==> src/rtl/core/icpr_pkg.sv <==
// Shared types and constants for the ICMP probe reply classifier.
package icpr_pkg;

	localparam int MAX_PACKET_BYTES = 65535;

	localparam int EXP_HOP_W  = 14;
	localparam int PROBE_ID_W = 16;
	localparam int CFG_IDX_W  = 1;
	localparam int CFG_DATA_W = 16;

	// Configuration register indexes
	localparam logic [CFG_IDX_W-1:0] REG_EXPECTED_HOP = 1'd0;
	localparam logic [CFG_IDX_W-1:0] REG_PROBE_ID     = 1'd1;

	localparam logic [7:0] ICMP_ECHO_REPLY = 8'd0;
	localparam logic [7:0] ICMP_TYPE_TIMEX = 8'd11;

	typedef enum logic [1:0] {
		KIND_UNKNOWN = 2'd0,
		KIND_ECHO    = 2'd1,
		KIND_TIMEX   = 2'd2,
		KIND_OTHER   = 2'd3
	} kind_t;

	typedef enum logic [2:0] {
		VERDICT_ECHO_MATCH  = 3'd0,
		VERDICT_TIMEX_MATCH = 3'd1,
		VERDICT_MISMATCH    = 3'd2,
		VERDICT_OTHER_TYPE  = 3'd3,
		VERDICT_TRUNCATED   = 3'd4
	} verdict_t;

endpackage

==> src/rtl/core/icpr_if.sv <==
// Request channels of the classifier: packet bytes in, verdicts out.
interface icpr_byte_if;
	logic       valid;
	logic       ready;
	logic [7:0] pkt_byte;
	logic       last_byte;

	modport source (output valid, output pkt_byte, output last_byte, input ready);
	modport sink (input valid, input pkt_byte, input last_byte, output ready);
endinterface

interface icpr_result_if;
	logic        valid;
	logic        ready;
	logic [2:0]  verdict;
	logic [31:0] responder_addr;
	logic [1:0]  probe_slot;

	modport source (output valid, output verdict, output responder_addr, output probe_slot,
		input ready);
	modport sink (input valid, input verdict, input responder_addr, input probe_slot,
		output ready);
endinterface

==> src/rtl/core/icmp_probe_reply_classifier_core.sv <==
// Classifies a received IPv4 packet, one byte per request, against the current ICMP probe.
//
// Each byte that is taken updates the per-packet offset, header length, reply
// kind, field positions and captured identifier and sequence through a single stage of
// offset compares. On the byte marked last, the verdict, responder address and probe slot
// are loaded into the output register at the edge that takes that byte and are offered from
// the next cycle; a new packet byte is accepted every cycle unless that register holds a
// result that the sink is not taking in that cycle. The sustained rate is one byte per
// cycle while the sink keeps taking results. Configuration writes are taken at any edge
// and must only be issued while no packet is in flight.
module icmp_probe_reply_classifier_core #(
	parameter int MAX_PACKET_BYTES = icpr_pkg::MAX_PACKET_BYTES
) (
	input  logic                             clk,
	input  logic                             arst_n,
	input  logic                             cfg_we,
	input  logic [icpr_pkg::CFG_IDX_W-1:0]  cfg_index,
	input  logic [icpr_pkg::CFG_DATA_W-1:0] cfg_data,
	icpr_byte_if.sink                        pkt,
	icpr_result_if.source                    res
);

	localparam int OFF_W = $clog2(MAX_PACKET_BYTES + 1);
	localparam int CMP_W = (OFF_W > 9) ? OFF_W : 9;

	logic [icpr_pkg::EXP_HOP_W-1:0]  expected_hop_q;
	logic [icpr_pkg::PROBE_ID_W-1:0] probe_id_q;

	logic [OFF_W-1:0]     byte_offset_q;
	logic [3:0]           hdr_words_q;
	icpr_pkg::kind_t      kind_q;
	logic [6:0]           inner_start_q;
	logic [7:0]           fields_start_q;
	logic [15:0]          seen_id_q;
	logic [15:0]          seen_seq_q;
	logic [31:0]          src_addr_q;
	logic                 fields_done_q;

	logic [OFF_W-1:0]     byte_offset_n;
	logic [3:0]           hdr_words_n;
	icpr_pkg::kind_t      kind_n;
	logic [6:0]           inner_start_n;
	logic [7:0]           fields_start_n;
	logic [15:0]          seen_id_n;
	logic [15:0]          seen_seq_n;
	logic [31:0]          src_addr_n;
	logic                 fields_done_n;

	logic                 accept;
	logic                 active;
	logic [CMP_W-1:0]     off_c;
	logic [CMP_W-1:0]     icmp_start_c;
	logic [CMP_W-1:0]     inner_c;
	logic [CMP_W-1:0]     fields_c;
	icpr_pkg::verdict_t   verdict_c;
	logic [1:0]           slot_c;

	logic                 res_valid_q;
	icpr_pkg::verdict_t   verdict_q;
	logic [31:0]          addr_q;
	logic [1:0]           slot_q;

	assign pkt.ready = !res_valid_q || res.ready;
	assign accept    = pkt.valid && pkt.ready;
	assign active    = byte_offset_q < OFF_W'(MAX_PACKET_BYTES);
	assign off_c     = CMP_W'(byte_offset_q);

	always_comb begin
		byte_offset_n  = byte_offset_q;
		hdr_words_n    = hdr_words_q;
		kind_n         = kind_q;
		inner_start_n  = inner_start_q;
		fields_start_n = fields_start_q;
		seen_id_n      = seen_id_q;
		seen_seq_n     = seen_seq_q;
		src_addr_n     = src_addr_q;
		fields_done_n  = fields_done_q;
		icmp_start_c   = '0;
		inner_c        = CMP_W'(inner_start_q);
		fields_c       = CMP_W'(fields_start_q);
		if (active) begin
			byte_offset_n = byte_offset_q + OFF_W'(1);
			if (off_c == '0) begin
				hdr_words_n = pkt.pkt_byte[3:0];
			end
			if (off_c >= CMP_W'(12) && off_c <= CMP_W'(15)) begin
				src_addr_n[8*(3 - int'(off_c[1:0])) +: 8] = pkt.pkt_byte;
			end
			// the header length of this very byte counts when it is byte 0
			icmp_start_c = CMP_W'({hdr_words_n, 2'b00});
			priority if (kind_q == icpr_pkg::KIND_UNKNOWN && off_c == icmp_start_c) begin
				fields_start_n = 8'({hdr_words_n, 2'b00});
				inner_start_n  = 7'({hdr_words_n, 2'b00}) + 7'd8;
				if (pkt.pkt_byte == icpr_pkg::ICMP_ECHO_REPLY) begin
					kind_n = icpr_pkg::KIND_ECHO;
				end else if (pkt.pkt_byte == icpr_pkg::ICMP_TYPE_TIMEX) begin
					kind_n = icpr_pkg::KIND_TIMEX;
				end else begin
					kind_n = icpr_pkg::KIND_OTHER;
				end
			end else if (kind_q == icpr_pkg::KIND_TIMEX && off_c == inner_c) begin
				fields_start_n = 8'(inner_start_q) + 8'({pkt.pkt_byte[3:0], 2'b00});
			end else if (kind_q == icpr_pkg::KIND_ECHO
					|| (kind_q == icpr_pkg::KIND_TIMEX && off_c > inner_c)) begin
				// identifier and sequence arrive low byte first
				if (off_c == fields_c + CMP_W'(4)) begin
					seen_id_n[7:0] = pkt.pkt_byte;
				end else if (off_c == fields_c + CMP_W'(5)) begin
					seen_id_n[15:8] = pkt.pkt_byte;
				end else if (off_c == fields_c + CMP_W'(6)) begin
					seen_seq_n[7:0] = pkt.pkt_byte;
				end else if (off_c == fields_c + CMP_W'(7)) begin
					seen_seq_n[15:8] = pkt.pkt_byte;
					fields_done_n    = 1'b1;
				end
			end else begin
				kind_n = kind_q;
			end
		end
	end

	always_comb begin
		slot_c = 2'd0;
		if (kind_n == icpr_pkg::KIND_UNKNOWN) begin
			verdict_c = icpr_pkg::VERDICT_TRUNCATED;
		end else if (kind_n == icpr_pkg::KIND_OTHER) begin
			verdict_c = icpr_pkg::VERDICT_OTHER_TYPE;
		end else if (!fields_done_n) begin
			verdict_c = icpr_pkg::VERDICT_TRUNCATED;
		end else begin
			slot_c = seen_seq_n[1:0];
			if (seen_seq_n[15:2] == expected_hop_q && seen_id_n == probe_id_q) begin
				verdict_c = (kind_n == icpr_pkg::KIND_ECHO) ? icpr_pkg::VERDICT_ECHO_MATCH
					: icpr_pkg::VERDICT_TIMEX_MATCH;
			end else begin
				verdict_c = icpr_pkg::VERDICT_MISMATCH;
			end
		end
	end

	always_ff @(posedge clk or negedge arst_n) begin
		if (!arst_n) begin
			expected_hop_q <= icpr_pkg::EXP_HOP_W'(1);
			probe_id_q     <= '0;
		end else if (cfg_we) begin
			unique case (cfg_index)
				icpr_pkg::REG_EXPECTED_HOP: expected_hop_q <= cfg_data[icpr_pkg::EXP_HOP_W-1:0];
				icpr_pkg::REG_PROBE_ID:     probe_id_q     <= cfg_data[icpr_pkg::PROBE_ID_W-1:0];
				default: ;
			endcase
		end
	end

	always_ff @(posedge clk or negedge arst_n) begin
		if (!arst_n) begin
			byte_offset_q  <= '0;
			hdr_words_q    <= '0;
			kind_q         <= icpr_pkg::KIND_UNKNOWN;
			inner_start_q  <= '0;
			fields_start_q <= '0;
			seen_id_q      <= '0;
			seen_seq_q     <= '0;
			src_addr_q     <= '0;
			fields_done_q  <= 1'b0;
		end else if (accept) begin
			if (pkt.last_byte) begin
				// drop all per-packet state as the verdict is loaded into the output register
				byte_offset_q  <= '0;
				hdr_words_q    <= '0;
				kind_q         <= icpr_pkg::KIND_UNKNOWN;
				inner_start_q  <= '0;
				fields_start_q <= '0;
				seen_id_q      <= '0;
				seen_seq_q     <= '0;
				src_addr_q     <= '0;
				fields_done_q  <= 1'b0;
			end else begin
				byte_offset_q  <= byte_offset_n;
				hdr_words_q    <= hdr_words_n;
				kind_q         <= kind_n;
				inner_start_q  <= inner_start_n;
				fields_start_q <= fields_start_n;
				seen_id_q      <= seen_id_n;
				seen_seq_q     <= seen_seq_n;
				src_addr_q     <= src_addr_n;
				fields_done_q  <= fields_done_n;
			end
		end
	end

	always_ff @(posedge clk or negedge arst_n) begin
		if (!arst_n) begin
			res_valid_q <= 1'b0;
		end else if (accept && pkt.last_byte) begin
			res_valid_q <= 1'b1;
		end else if (res.ready) begin
			res_valid_q <= 1'b0;
		end
	end

	always_ff @(posedge clk) begin
		if (accept && pkt.last_byte) begin
			verdict_q <= verdict_c;
			addr_q    <= src_addr_n;
			slot_q    <= slot_c;
		end
	end

	assign res.valid          = res_valid_q;
	assign res.verdict        = verdict_q;
	assign res.responder_addr = addr_q;
	assign res.probe_slot     = slot_q;

`ifndef ASSERT_OFF
	a_offset_bounded: assert property (@(posedge clk) disable iff (!arst_n)
		byte_offset_q <= OFF_W'(MAX_PACKET_BYTES))
		else $error("byte offset ran past the packet limit");

	a_fields_need_kind: assert property (@(posedge clk) disable iff (!arst_n)
		fields_done_q |-> (kind_q == icpr_pkg::KIND_ECHO || kind_q == icpr_pkg::KIND_TIMEX))
		else $error("fields captured without an echo or time exceeded type");

	a_last_clears: assert property (@(posedge clk) disable iff (!arst_n)
		(accept && pkt.last_byte) |=> (res_valid_q && byte_offset_q == '0
			&& kind_q == icpr_pkg::KIND_UNKNOWN && !fields_done_q))
		else $error("last byte did not produce a result and clear the packet");

	a_slot_only_on_fields: assert property (@(posedge clk) disable iff (!arst_n)
		(res_valid_q && (verdict_q == icpr_pkg::VERDICT_TRUNCATED
			|| verdict_q == icpr_pkg::VERDICT_OTHER_TYPE)) |-> slot_q == 2'd0)
		else $error("probe slot set without captured sequence");
`endif

endmodule

==> src/flat_wrapper.sv <==
// flat-port wrapper written by rule: the top's interface ports become plain ports
module icmp_probe_reply_classifier_core_flat 
#(
	parameter int MAX_PACKET_BYTES = icpr_pkg::MAX_PACKET_BYTES
)
  (clk, arst_n, cfg_we, cfg_index, cfg_data, pkt_valid, pkt_pkt_byte, pkt_last_byte, pkt_ready, res_valid, res_verdict, res_responder_addr, res_probe_slot, res_ready);
  icpr_byte_if pkt_i ();
  icpr_result_if res_i ();
  input  logic clk;
  input  logic arst_n;
  input  logic cfg_we;
  input  logic [icpr_pkg::CFG_IDX_W-1:0] cfg_index;
  input  logic [icpr_pkg::CFG_DATA_W-1:0] cfg_data;
  input wire logic [$bits(pkt_i.valid)-1:0] pkt_valid;
  input wire logic [$bits(pkt_i.pkt_byte)-1:0] pkt_pkt_byte;
  input wire logic [$bits(pkt_i.last_byte)-1:0] pkt_last_byte;
  output wire logic [$bits(pkt_i.ready)-1:0] pkt_ready;
  output wire logic [$bits(res_i.valid)-1:0] res_valid;
  output wire logic [$bits(res_i.verdict)-1:0] res_verdict;
  output wire logic [$bits(res_i.responder_addr)-1:0] res_responder_addr;
  output wire logic [$bits(res_i.probe_slot)-1:0] res_probe_slot;
  input wire logic [$bits(res_i.ready)-1:0] res_ready;
  assign pkt_i.valid = pkt_valid;
  assign pkt_i.pkt_byte = pkt_pkt_byte;
  assign pkt_i.last_byte = pkt_last_byte;
  assign pkt_ready = pkt_i.ready;
  assign res_valid = res_i.valid;
  assign res_verdict = res_i.verdict;
  assign res_responder_addr = res_i.responder_addr;
  assign res_probe_slot = res_i.probe_slot;
  assign res_i.ready = res_ready;
  icmp_probe_reply_classifier_core #(.MAX_PACKET_BYTES(MAX_PACKET_BYTES)) u_core (.clk(clk), .arst_n(arst_n), .cfg_we(cfg_we), .cfg_index(cfg_index), .cfg_data(cfg_data), .pkt(pkt_i), .res(res_i));
endmodule
==> config.mk <==
export PLATFORM = sky130hd
export DESIGN_NAME = icmp_probe_reply_classifier_core_flat
export DESIGN_NICKNAME = d
export VERILOG_FILES = /design/src/rtl/core/icpr_pkg.sv /design/src/rtl/core/icpr_if.sv /design/src/rtl/core/icmp_probe_reply_classifier_core.sv /design/src/flat_wrapper.sv
export SDC_FILE = /design/constraint.sdc
export NUM_CORES = 1
export LEC_CHECK = 0
export BUFFER_PORTS_ARGS = -buffer_cell sky130_fd_sc_hd__buf_2
export CAP_MARGIN = 10
export CELL_PAD_IN_SITES_DETAIL_PLACEMENT = 1
export CELL_PAD_IN_SITES_GLOBAL_PLACEMENT = 2
export CORE_AREA = 2 2 163 165
export DETAILED_ROUTE_END_ITERATION = 8
export DIE_AREA = 0 0 165 167
export PLACE_DENSITY_LB_ADDON = 0.1
export SLEW_MARGIN = 30
export SYNTH_ARGS = -nofsm -noshare
export SYNTH_HDL_FRONTEND = slang
export SYNTH_SLANG_ARGS = --single-unit
export TNS_END_PERCENT = 20
==> constraint.sdc <==
create_clock -name clk -period 4.12 [get_ports clk]
set_input_delay 0.412 -clock clk [delete_from_list [all_inputs] [get_ports clk]]
set_output_delay 0.412 -clock clk [all_outputs]
set_load 0.01 [all_outputs]
## Word-level counts from Yosys, hierarchy flattened

Index checks and enable logic that the tools add are counted.
W data, S select, Z words.

| cells by class | value |
|---|---|
| equality and inequality tests | 13 |
| mux-type cells | 55 |
| add/sub/neg operators | 9 |
| reduce and logical (&&, ||, !) cells | 24 |
| multiply operators | 0 |
| bitwise logic cells | 2 |
| order comparisons | 4 |
| divide/modulo/power cells | 0 |
| shift-type cells | 2 |

Operators with widths:

| kind | count |
|---|---|
| $mux W16 | 14 |
| $mux W32 | 3 |
| $eq A16 B16 Y1 | 5 |
| $mux W8 | 10 |
| $add A8 B3 Y9 const B | 4 |
| $neg A32 Y33 | 1 |
| $shift A8 B33 Y32 const A | 1 |
| $shiftx A8 B33 Y32 | 1 |
| $bwmux W32 | 1 |
| $mux W7 | 3 |
| $add A16 B1 Y16 const B | 1 |
| $eq A16 B6 Y1 | 1 |
| $eq A16 B7 Y1 | 1 |
| $ge A16 B4 Y1 const B | 1 |
| $gt A16 B7 Y1 | 1 |
| $le A16 B4 Y1 const B | 1 |
| $logic_not A16 Y1 | 1 |
| $lt A16 B16 Y1 const B | 1 |
| $mux W4 | 4 |
| $eq A14 B14 Y1 | 1 |
| $mux W1 | 13 |
| $mux W3 | 3 |
| $add A7 B6 Y8 | 1 |
| $eq A8 B4 Y1 const B | 1 |
| other kinds (16) | 35 |

| word-level totals | value |
|---|---|
| memory bits (writable) | 0 |
| input port bits | 31 |
| memories | 0 |
| flip-flop bits (word level) | 170 |
| memory bits (read-only) | 0 |
| word-level logic and storage cells | 124 |
| output and inout port bits | 39 |
| bits in latches | 0 |

## Longest topological paths before layout

Gate-level depths: netlist of run 1.

| depth | value |
|---|---|
| depth in word-level cells | 15 |
| gate-level depth with buffers | 14 |
| gate-level depth less buffers | 12 |

## Least setup slack after synthesis of run 1

OpenSTA, ideal clock, no wires.

| path | value |
|---|---|
| kind | reg2reg |
| start point | reg u_core.byte_offset_q[6] |
| end point | reg u_core.verdict_q[1], in the netlist u_core.res.verdict[1], data pin |
| library setup time | 0.259 ns |
| stages on the path, launching flop included | 13 |
| arrival time | 3.106 ns |
| buffers on the path | 1 |
| slack | 0.755 ns |
| period minus slack after synthesis | 3.365 ns |
| data required time | 3.861 ns |
| cells stage by stage | dfrtp_1 -> ha_1 -> and4b_2 -> a41o_1 -> a21oi_1 -> o2111ai_4 -> or3_1 -> buf_6 -> nand2_2 -> o21ai_1 -> or4_4 -> nor4b_4 -> o21bai_1 |

| on the way | value |
|---|---|
| longest elaborated chain between the ends | 14 |
| elaborated cells on any way between the ends | 49 |
| those cells by class | order compare: 2; eq/ne: 9; mux: 31; reduce/logical: 7 |

RTL lines:

| item | RTL line | source |
|---|---|---|
| from (decl) | icmp_probe_reply_classifier_core.sv:29 | `logic [OFF_W-1:0] byte_offset_q;` |
| from (signal assigned) | icmp_probe_reply_classifier_core.sv:178 | `byte_offset_q <= byte_offset_n;` |
| parallel branches: the longest is 14 deep, another holds $gt A16 B7 Y1 | - |  |
| to (signal assigned) | icmp_probe_reply_classifier_core.sv:203 | `verdict_q <= verdict_c;` |
| to (decl) | icmp_probe_reply_classifier_core.sv:59 | `icpr_pkg::verdict_t verdict_q;` |

Parallel ways; which one is timed is not known. The select of a mux whose other input is x is not followed.
A chain may end at the register's enable or synchronous reset.

## Final worst setup path of run 1

Same ends and word-level chain as after synthesis.

==> flow_metrics.env, run 1 <==
export IMPL_p_per_area_nw_per_um2=496
export IMPL_min_path_type="in -> async"
export IMPL_seqPwrFrac_pct=41.7
export IMPL_cts_tree="yes"
export IMPL_fmax_mhz=259
export IMPL_first_pass_iters=5
export IMPL_cp_arrival_ns=4.05
export IMPL_crit_path_start="u_core.byte_offset_q[6]"
export IMPL_clk_latency_ns=0.44
export IMPL_place_area_um2=9680
export IMPL_cts_made_buffers=17
export IMPL_use_met2_pct=33.7
export IMPL_finalMaxSlewViolations=0
export IMPL_crit_fanout=6
export IMPL_slowest_stage="or4_4"
export IMPL_grt_max_degree=93
export IMPL_grt_pass1_wl_um=45500
export IMPL_port_buffers=69
export IMPL_power_share_clock_pct=32.2
export IMPL_hpwl_um=19400
export IMPL_final_cell_area_um2=10300
export IMPL_min_period_ns=3.86
export IMPL_grt_ovfl_total=0
export IMPL_die_area_um2=27600
export IMPL_synthesis_nets=961
export IMPL_netlist_area_um2=8890
export IMPL_boundaryPins=70
export IMPL_layout_drive_gt1_share_pct=18.3
export IMPL_drt_iter0_drc=493
export IMPL_synth_cells=913
export IMPL_worst_path_largest_cell_delay_ns=0.56
export IMPL_synth_seq_cells=166
export IMPL_critPathKind="reg -> reg"
export IMPL_start_kind="register"
export IMPL_drc_errors=0
export IMPL_timing_final_crit_share_pct=93.8
export IMPL_drt_total_wl_um=28500
export IMPL_crit_family="simple AND/OR/NAND/NOR gates"
export IMPL_maxCapViolations=0
export IMPL_antenna_found_initial=0
export IMPL_nets=1030
export IMPL_setup_tns_ns=0
export IMPL_synth_top_area_share_pct=36.0
export IMPL_cts_resized_gates=0
export IMPL_comb_power_share_pct=26.1
export IMPL_slew_headroom_pct=44.5
export IMPL_yosysWarnings=0
export IMPL_syn2layout_area_growth_pct=15.7
export IMPL_busiest_layer="met2"
export IMPL_grt_util_met1_pct=32.6
export IMPL_finalWeightedCongestion=0.851
export IMPL_yosysMostFrequentCell="nand2_1"
export IMPL_cts_hold_buf=0
export IMPL_via_per_inst=5.44
export IMPL_clockRootBuffer="clkbuf_16"
export IMPL_setup_viol=0
export IMPL_synth_area_leaders="dfrtp_1 (36%), edfxtp_1 (12%), nand2_1 (6.8%), o21ai_0 (3.9%), a22o_1 (3.6%)"
export IMPL_post_cts_repair_setup_buffers=0
export IMPL_grt_pass1_vias=7540
export IMPL_crit_buf_inv=0
export IMPL_clk_pin_slew_worst_paths_ns=0.08
export IMPL_yosys_cell_types_count=82
export IMPL_yosysSeqAreaShare_pct=48.8
export IMPL_p_sw_share_pct=35.8
export IMPL_synth_edff_count=37
export IMPL_async_flop_share_pct=77.7
export IMPL_final_hold_violation_count=0
export IMPL_power_leakage_uw=0.00441
export IMPL_crit_chain="ha_1 > and4b_2 > a41o_1 > a21oi_1 > o2111a_1 > nand3_1 > mux2i_1 > nand4b_1 > or4_4 > nor4b_4 > o21bai_1"
export IMPL_row_count=59
export IMPL_yosys_top_cells_count="nand2_1 (160), dfrtp_1 (128), o21ai_0 (70)"
export IMPL_synth_top_area_cell="dfrtp_1"
export IMPL_grt_use_met3_pct=2.27
export IMPL_die_w_um=165
export IMPL_worstPathRequired_ns=4.30
export IMPL_status="completed"
export IMPL_clockBufferDepth=2
export IMPL_synth_main_ff_cell="dfrtp_1"
export IMPL_fin_skew_ns=0.0103
export IMPL_ir_worst_vdd_v=0.000209
export IMPL_detail_route_wl_per_cell_um=21.4
export IMPL_grt_total_usage_pct=21.8
export IMPL_cts_sinks=166
export IMPL_cp_end_kind="register"
export IMPL_start_util_pct=34.5
export IMPL_core_um2=25800
export IMPL_rsz0062_at_grt="false"
export IMPL_r2r_start="u_core.byte_offset_q[6]"
export IMPL_htree_levels=4
export IMPL_synth_avg_cell_area_um2=9.74
export IMPL_die_h_um=167
export IMPL_vias=7246
export IMPL_tightest_slew_ns=0.830
export IMPL_internal_power_uw=3280
export IMPL_switching_power_uw=1830
export IMPL_antenna_left=0
==> worst paths after layout <==
check	to	slack (ns)	cells after the start
worst max-delay path	u_core.res.verdict[1]	0.26	11
worst min-delay path	u_core.byte_offset_q[13]	0.05	1
worst max register to register	u_core.res.verdict[1]	0.26	11
worst min register to register	u_core.hdr_words_q[3]	0.49	2
max in group asynchronous	u_core.probe_id_q[14]	3.20	2
min in group clk	u_core.expected_hop_q[9]	0.19	3
==> sequential cells by signal, summed over array words and instances, names as in the netlist, 5 cells and up <==
signal / cells
u_core.seen_id_q: 16
u_core.fields_start_q: 6
u_core.src_addr_q: 32
u_core.expected_hop_q: 14
u_core.byte_offset_q: 16
u_core.probe_id_q: 16
u_core.res.responder_addr: 32
u_core.seen_seq_q: 16
u_core.inner_start_q: 5
==> layout make-up <==
cell class / count / area, µm²
Antenna cell: 1 / 2.50
Timing Repair Buffer: 98 / 572
Clock inverter: 15 / 176
Tap cell: 335 / 419
Sequential cell: 166 / 4340
Clock buffer: 17 / 425
Fill cell: 2954 / 15500
Multi-Input combinational cell: 650 / 4170
Inverter: 49 / 184
==> kinds of logic (layout without fill, tap and decap cells) <==
kind of cell	after synthesis	count (layout)	synth area share, %
buffers and inverters	97	179	4.47
other	0	1	0
AOI/OAI and AO/OA	262	262	20.5
muxes	32	32	3.97
xor gates and xnor gates	42	42	4.14
and+or+nand+nor	296	296	15.6
adders and majority gates	18	18	2.59
DFF	166	166	48.8
==> metal layers <==
| metal | routed length [µm] | vias to the layer above |
|---|---|---|
| li1 | - | 3417 |
| met1 | 14300 | 3671 |
| met2 | 13100 | 143 |
| met3 | 883 | 15 |
| met4 | 223 | 0 |
| met5 | 0 | - |
==> through the flow <==
stage	std cells	hold slack, ns	util (%)	power, µW	setup slack [ns]
5_1_grt	1330	0.110	39.9	5410	0.0250
3_5_place_dp	1298	0.476	37.6	3490	0.273
2_1_floorplan	913	0.116	-	3020	0.755
6_report	1331	0.0525	39.9	5110	0.257
3_3_place_gp	1298	0.469	37.6	3480	0.353
4_1_cts	1330	0.138	39.9	5150	0.257
==> worst register-to-register path, delay by kind of cell, from the launching register on <==
kind | cells | cell delay [ns]
simple gates | 5 | 1.48
mux | 1 | 0.26
fa+ha+maj | 1 | 0.34
flops | 1 | 0.47
compound gates | 4 | 1.06
==> placed cells by master (no fill, tap or decap), types with 12 or more instances in the layout <==
cell       synthesis  routed
o21ai_0           70      70
buf_4              0      29
edfxtp_1          37      37
o22ai_1           25      25
xor2_1            24      24
dfrtp_1          128     128
clkbuf_16          0      17
a21oi_1           39      39
nand2_1          160     159
a22o_1            37      37
a21o_1            12      12
buf_2              2      68
mux2_2            26      26
xnor2_1           18      18
nand3_1           13      13
nor3_1            15      15
nor2_1            43      42
ha_1              16      16
inv_1             48      48
==> power by group through the flow <==
stage | sequential (µW) | clock (µW) | combinational, µW
2_1_floorplan | 2080 | 0 | 940
3_3_place_gp | 2150 | 0 | 1320
3_5_place_dp | 2160 | 0 | 1330
4_1_cts | 2130 | 1680 | 1340
5_1_grt | 2170 | 1750 | 1500
6_report | 2130 | 1650 | 1330
Power figures use the tool's default switching activity.
==> run 2: changes to the inputs <==
==> constraint.sdc (replaced) <==
create_clock -name clk -period 3.35 [get_ports clk]
set_input_delay 0.335 -clock clk [delete_from_list [all_inputs] [get_ports clk]]
set_output_delay 0.335 -clock clk [all_outputs]
set_load 0.01 [all_outputs]
==> run 2 against run 1 <==
Effect of this change: the run now ends with negative setup slack left; critical endpoint unchanged; via count rose by 3.3%; highest routed layer unchanged; largest cell class is now multi-input combinational cells; first-iteration DRC count rose by 6.9%; combinational power rose by 43%; cell count rose by 5.0%; total power rose by 28%.
==> flow_metrics.env, run 2 (synthesis results as in run 1) <==
export IMPL_crit_path_start="u_core.fields_start_q[2]"
export IMPL_start_kind="register"
export IMPL_die_h_um=167
export IMPL_rsz0062_at_grt="true"
export IMPL_fin_skew_ns=0.0179
export IMPL_p_sw_share_pct=35.7
export IMPL_detail_route_wl_per_cell_um=21.0
export IMPL_r2r_cells=10
export IMPL_worst_path_largest_cell_delay_ns=0.56
export IMPL_timing_final_crit_share_pct=101
export IMPL_min_delay_path_depth=3
export IMPL_finalWeightedCongestion=0.828
export IMPL_layout_common_cells="nand2_1 (157), dfrtp_1 (126), buf_4 (94), buf_2 (68), o21ai_0 (65)"
export IMPL_drc_errors=0
export IMPL_final_common_cell="nand2_1"
export IMPL_diodes=0
export IMPL_slew_headroom_pct=45.9
export IMPL_grt_pass1_vias=7870
export IMPL_place_area_um2=10200
export IMPL_hpwl_um=20500
export IMPL_power_leakage_uw=0.00477
export IMPL_htree_levels=4
export IMPL_min_period_ns=3.37
export IMPL_rr_endpoint="u_core.res.verdict[1]"
export IMPL_status="finished, violations left"
export IMPL_grt_pass1_wl_um=46400
export IMPL_crit_fanout=7
export IMPL_setup_tns_ns=-0.0174
export IMPL_boundaryPins=70
export IMPL_grt_ovfl_total=0
export IMPL_failed_checks="negative setup slack"
export IMPL_p_per_area_nw_per_um2=593
export IMPL_via_per_inst=5.35
export IMPL_layout_drive_gt1_share_pct=25.8
export IMPL_clk_latency_ns=0.44
export IMPL_final_cell_area_um2=11000
export IMPL_drt_iter0_drc=527
export IMPL_worst_slack_ns=-0.0174
export IMPL_first_pass_iters=5
export IMPL_start_util_pct=34.5
export IMPL_ir_worst_vdd_v=0.000272
export IMPL_r2r_start="u_core.fields_start_q[2]"
export IMPL_cp_arrival_ns=3.55
export IMPL_tightest_slew_ns=0.810
export IMPL_maxCapViolations=0
export IMPL_vias=7482
export IMPL_cts_made_buffers=17
export IMPL_die_area_um2=27600
export IMPL_fmax_mhz=297
export IMPL_cts_sinks=166
export IMPL_worstPathRequired_ns=3.54
export IMPL_hold_end="u_core.expected_hop_q[2]"
export IMPL_core_um2=25800
export IMPL_cp_end_kind="register"
export IMPL_drt_total_wl_um=29400
export IMPL_min_path_type="in -> reg"
export IMPL_crit_chain="nand2_2 > or3_4 > a2111oi_4 > o2111ai_4 > nand2b_4 > a2111oi_4 > a21oi_1 > or4_4 > nor4b_4 > o21bai_1"
export IMPL_antenna_found_initial=0
export IMPL_comb_power_share_pct=29.1
export IMPL_finalMaxSlewViolations=0
export IMPL_setup_viol=1
export IMPL_slowest_stage="or4_4"
export IMPL_cpMostUsedCell="a2111oi_4"
export IMPL_antenna_left=0
export IMPL_nets=1098
export IMPL_port_buffers=69
export IMPL_final_hold_violation_count=0
export IMPL_seqPwrFrac_pct=40.0
export IMPL_die_w_um=165
export IMPL_grt_total_usage_pct=22.2
export IMPL_syn2layout_area_growth_pct=23.6
export IMPL_internal_power_uw=4190
export IMPL_r2r_slack_ns=-0.02
export IMPL_clockBufferDepth=2
export IMPL_cts_tree="yes"
export IMPL_switching_power_uw=2330
export IMPL_power_share_clock_pct=30.8
export IMPL_row_count=59
export IMPL_clk_pin_slew_worst_paths_ns=0.07
export IMPL_clockRootBuffer="clkbuf_16"
export IMPL_min_from="cfg_data[2]"
export IMPL_critPathKind="reg -> reg"
export IMPL_grt_max_degree=67
-- run 2: cell count changes in the layout (fill, tap and decap cells not counted), sizes merged --
cell | previous run | this run
clkbuf | 18 | 17
dlygate4sd3 | 0 | 1
buf | 97 | 165
clkinvlp | 0 | 1
inv | 57 | 56
diode | 1 | 0
-- run 2: repair_timing --
item                                   4_1_cts  5_1_grt
setup endpoints to repair                    3       16
pin swaps                                    1       15
buffers inserted                             0        5
hold buffers                                 1        0
endpoints found under the hold margin       63        0
resized for setup                           10       30
-- run 2: worst max path at each step --
stage	depth (start not counted)	end	slack, ns
2_1_floorplan	12	u_core.res.verdict[1]	0.09
3_3_place_gp	12	u_core.inner_start_q[6]	-0.1
3_5_place_dp	12	u_core.res.verdict[1]	-0.12
4_1_cts	10	u_core.res.verdict[1]	-0.03
5_1_grt	13	u_core.res.verdict[1]	-0.15
6_report	10	u_core.res.verdict[1]	-0.02
-- run 2: area by class of cell --
cell class / instances / area, µm²
timing repair buffer: 166 / 1100
fill: 2919 / 14800
multi-input combinational: 650 / 4340
inverter: 49 / 184
tap: 335 / 419
clock inverter: 15 / 178
clock buffer: 17 / 425
sequential: 166 / 4340
-- run 2: power by group through the flow --
stage	Clock, µW	Sequential (µW)	Combinational, µW
2_1_floorplan	0	2560	1160
3_3_place_gp	0	2620	1800
3_5_place_dp	0	2630	1820
4_1_cts	2060	2590	1850
5_1_grt	2130	2650	2110
6_report	2010	2610	1900
-- run 2: through the flow --
| step | hold slack [ns] | power [µW] | setup WS, ns | utilization, % | std cells |
|---|---|---|---|---|---|
| after global placement | 0.408 | 4420 | -0.0970 | 39.4 | 1360 |
| final | 0.113 | 6520 | -0.0174 | 42.7 | 1398 |
| after global routing | 0.126 | 6900 | -0.154 | 42.7 | 1398 |
| after detailed placement | 0.409 | 4450 | -0.117 | 39.4 | 1360 |
| after CTS | 0.0995 | 6510 | -0.0312 | 42.0 | 1393 |
| after floorplan | 0.0394 | 3720 | 0.0899 | - | 913 |
-- run 2: critical path: cells and delay by family, from the launching register on --
kind,cells,cell delay (ns)
flops,1,0.43
compound gates,5,1.07
simple gates,5,1.63
-- run 2: per-layer routing --
metal / GRT usage (%) / wire length, µm
met3: 2.76 / 972
met4: 5.48 / 346
met2: 34.7 / 13400
met5: 0 / 0
met1: 32.6 / 14700
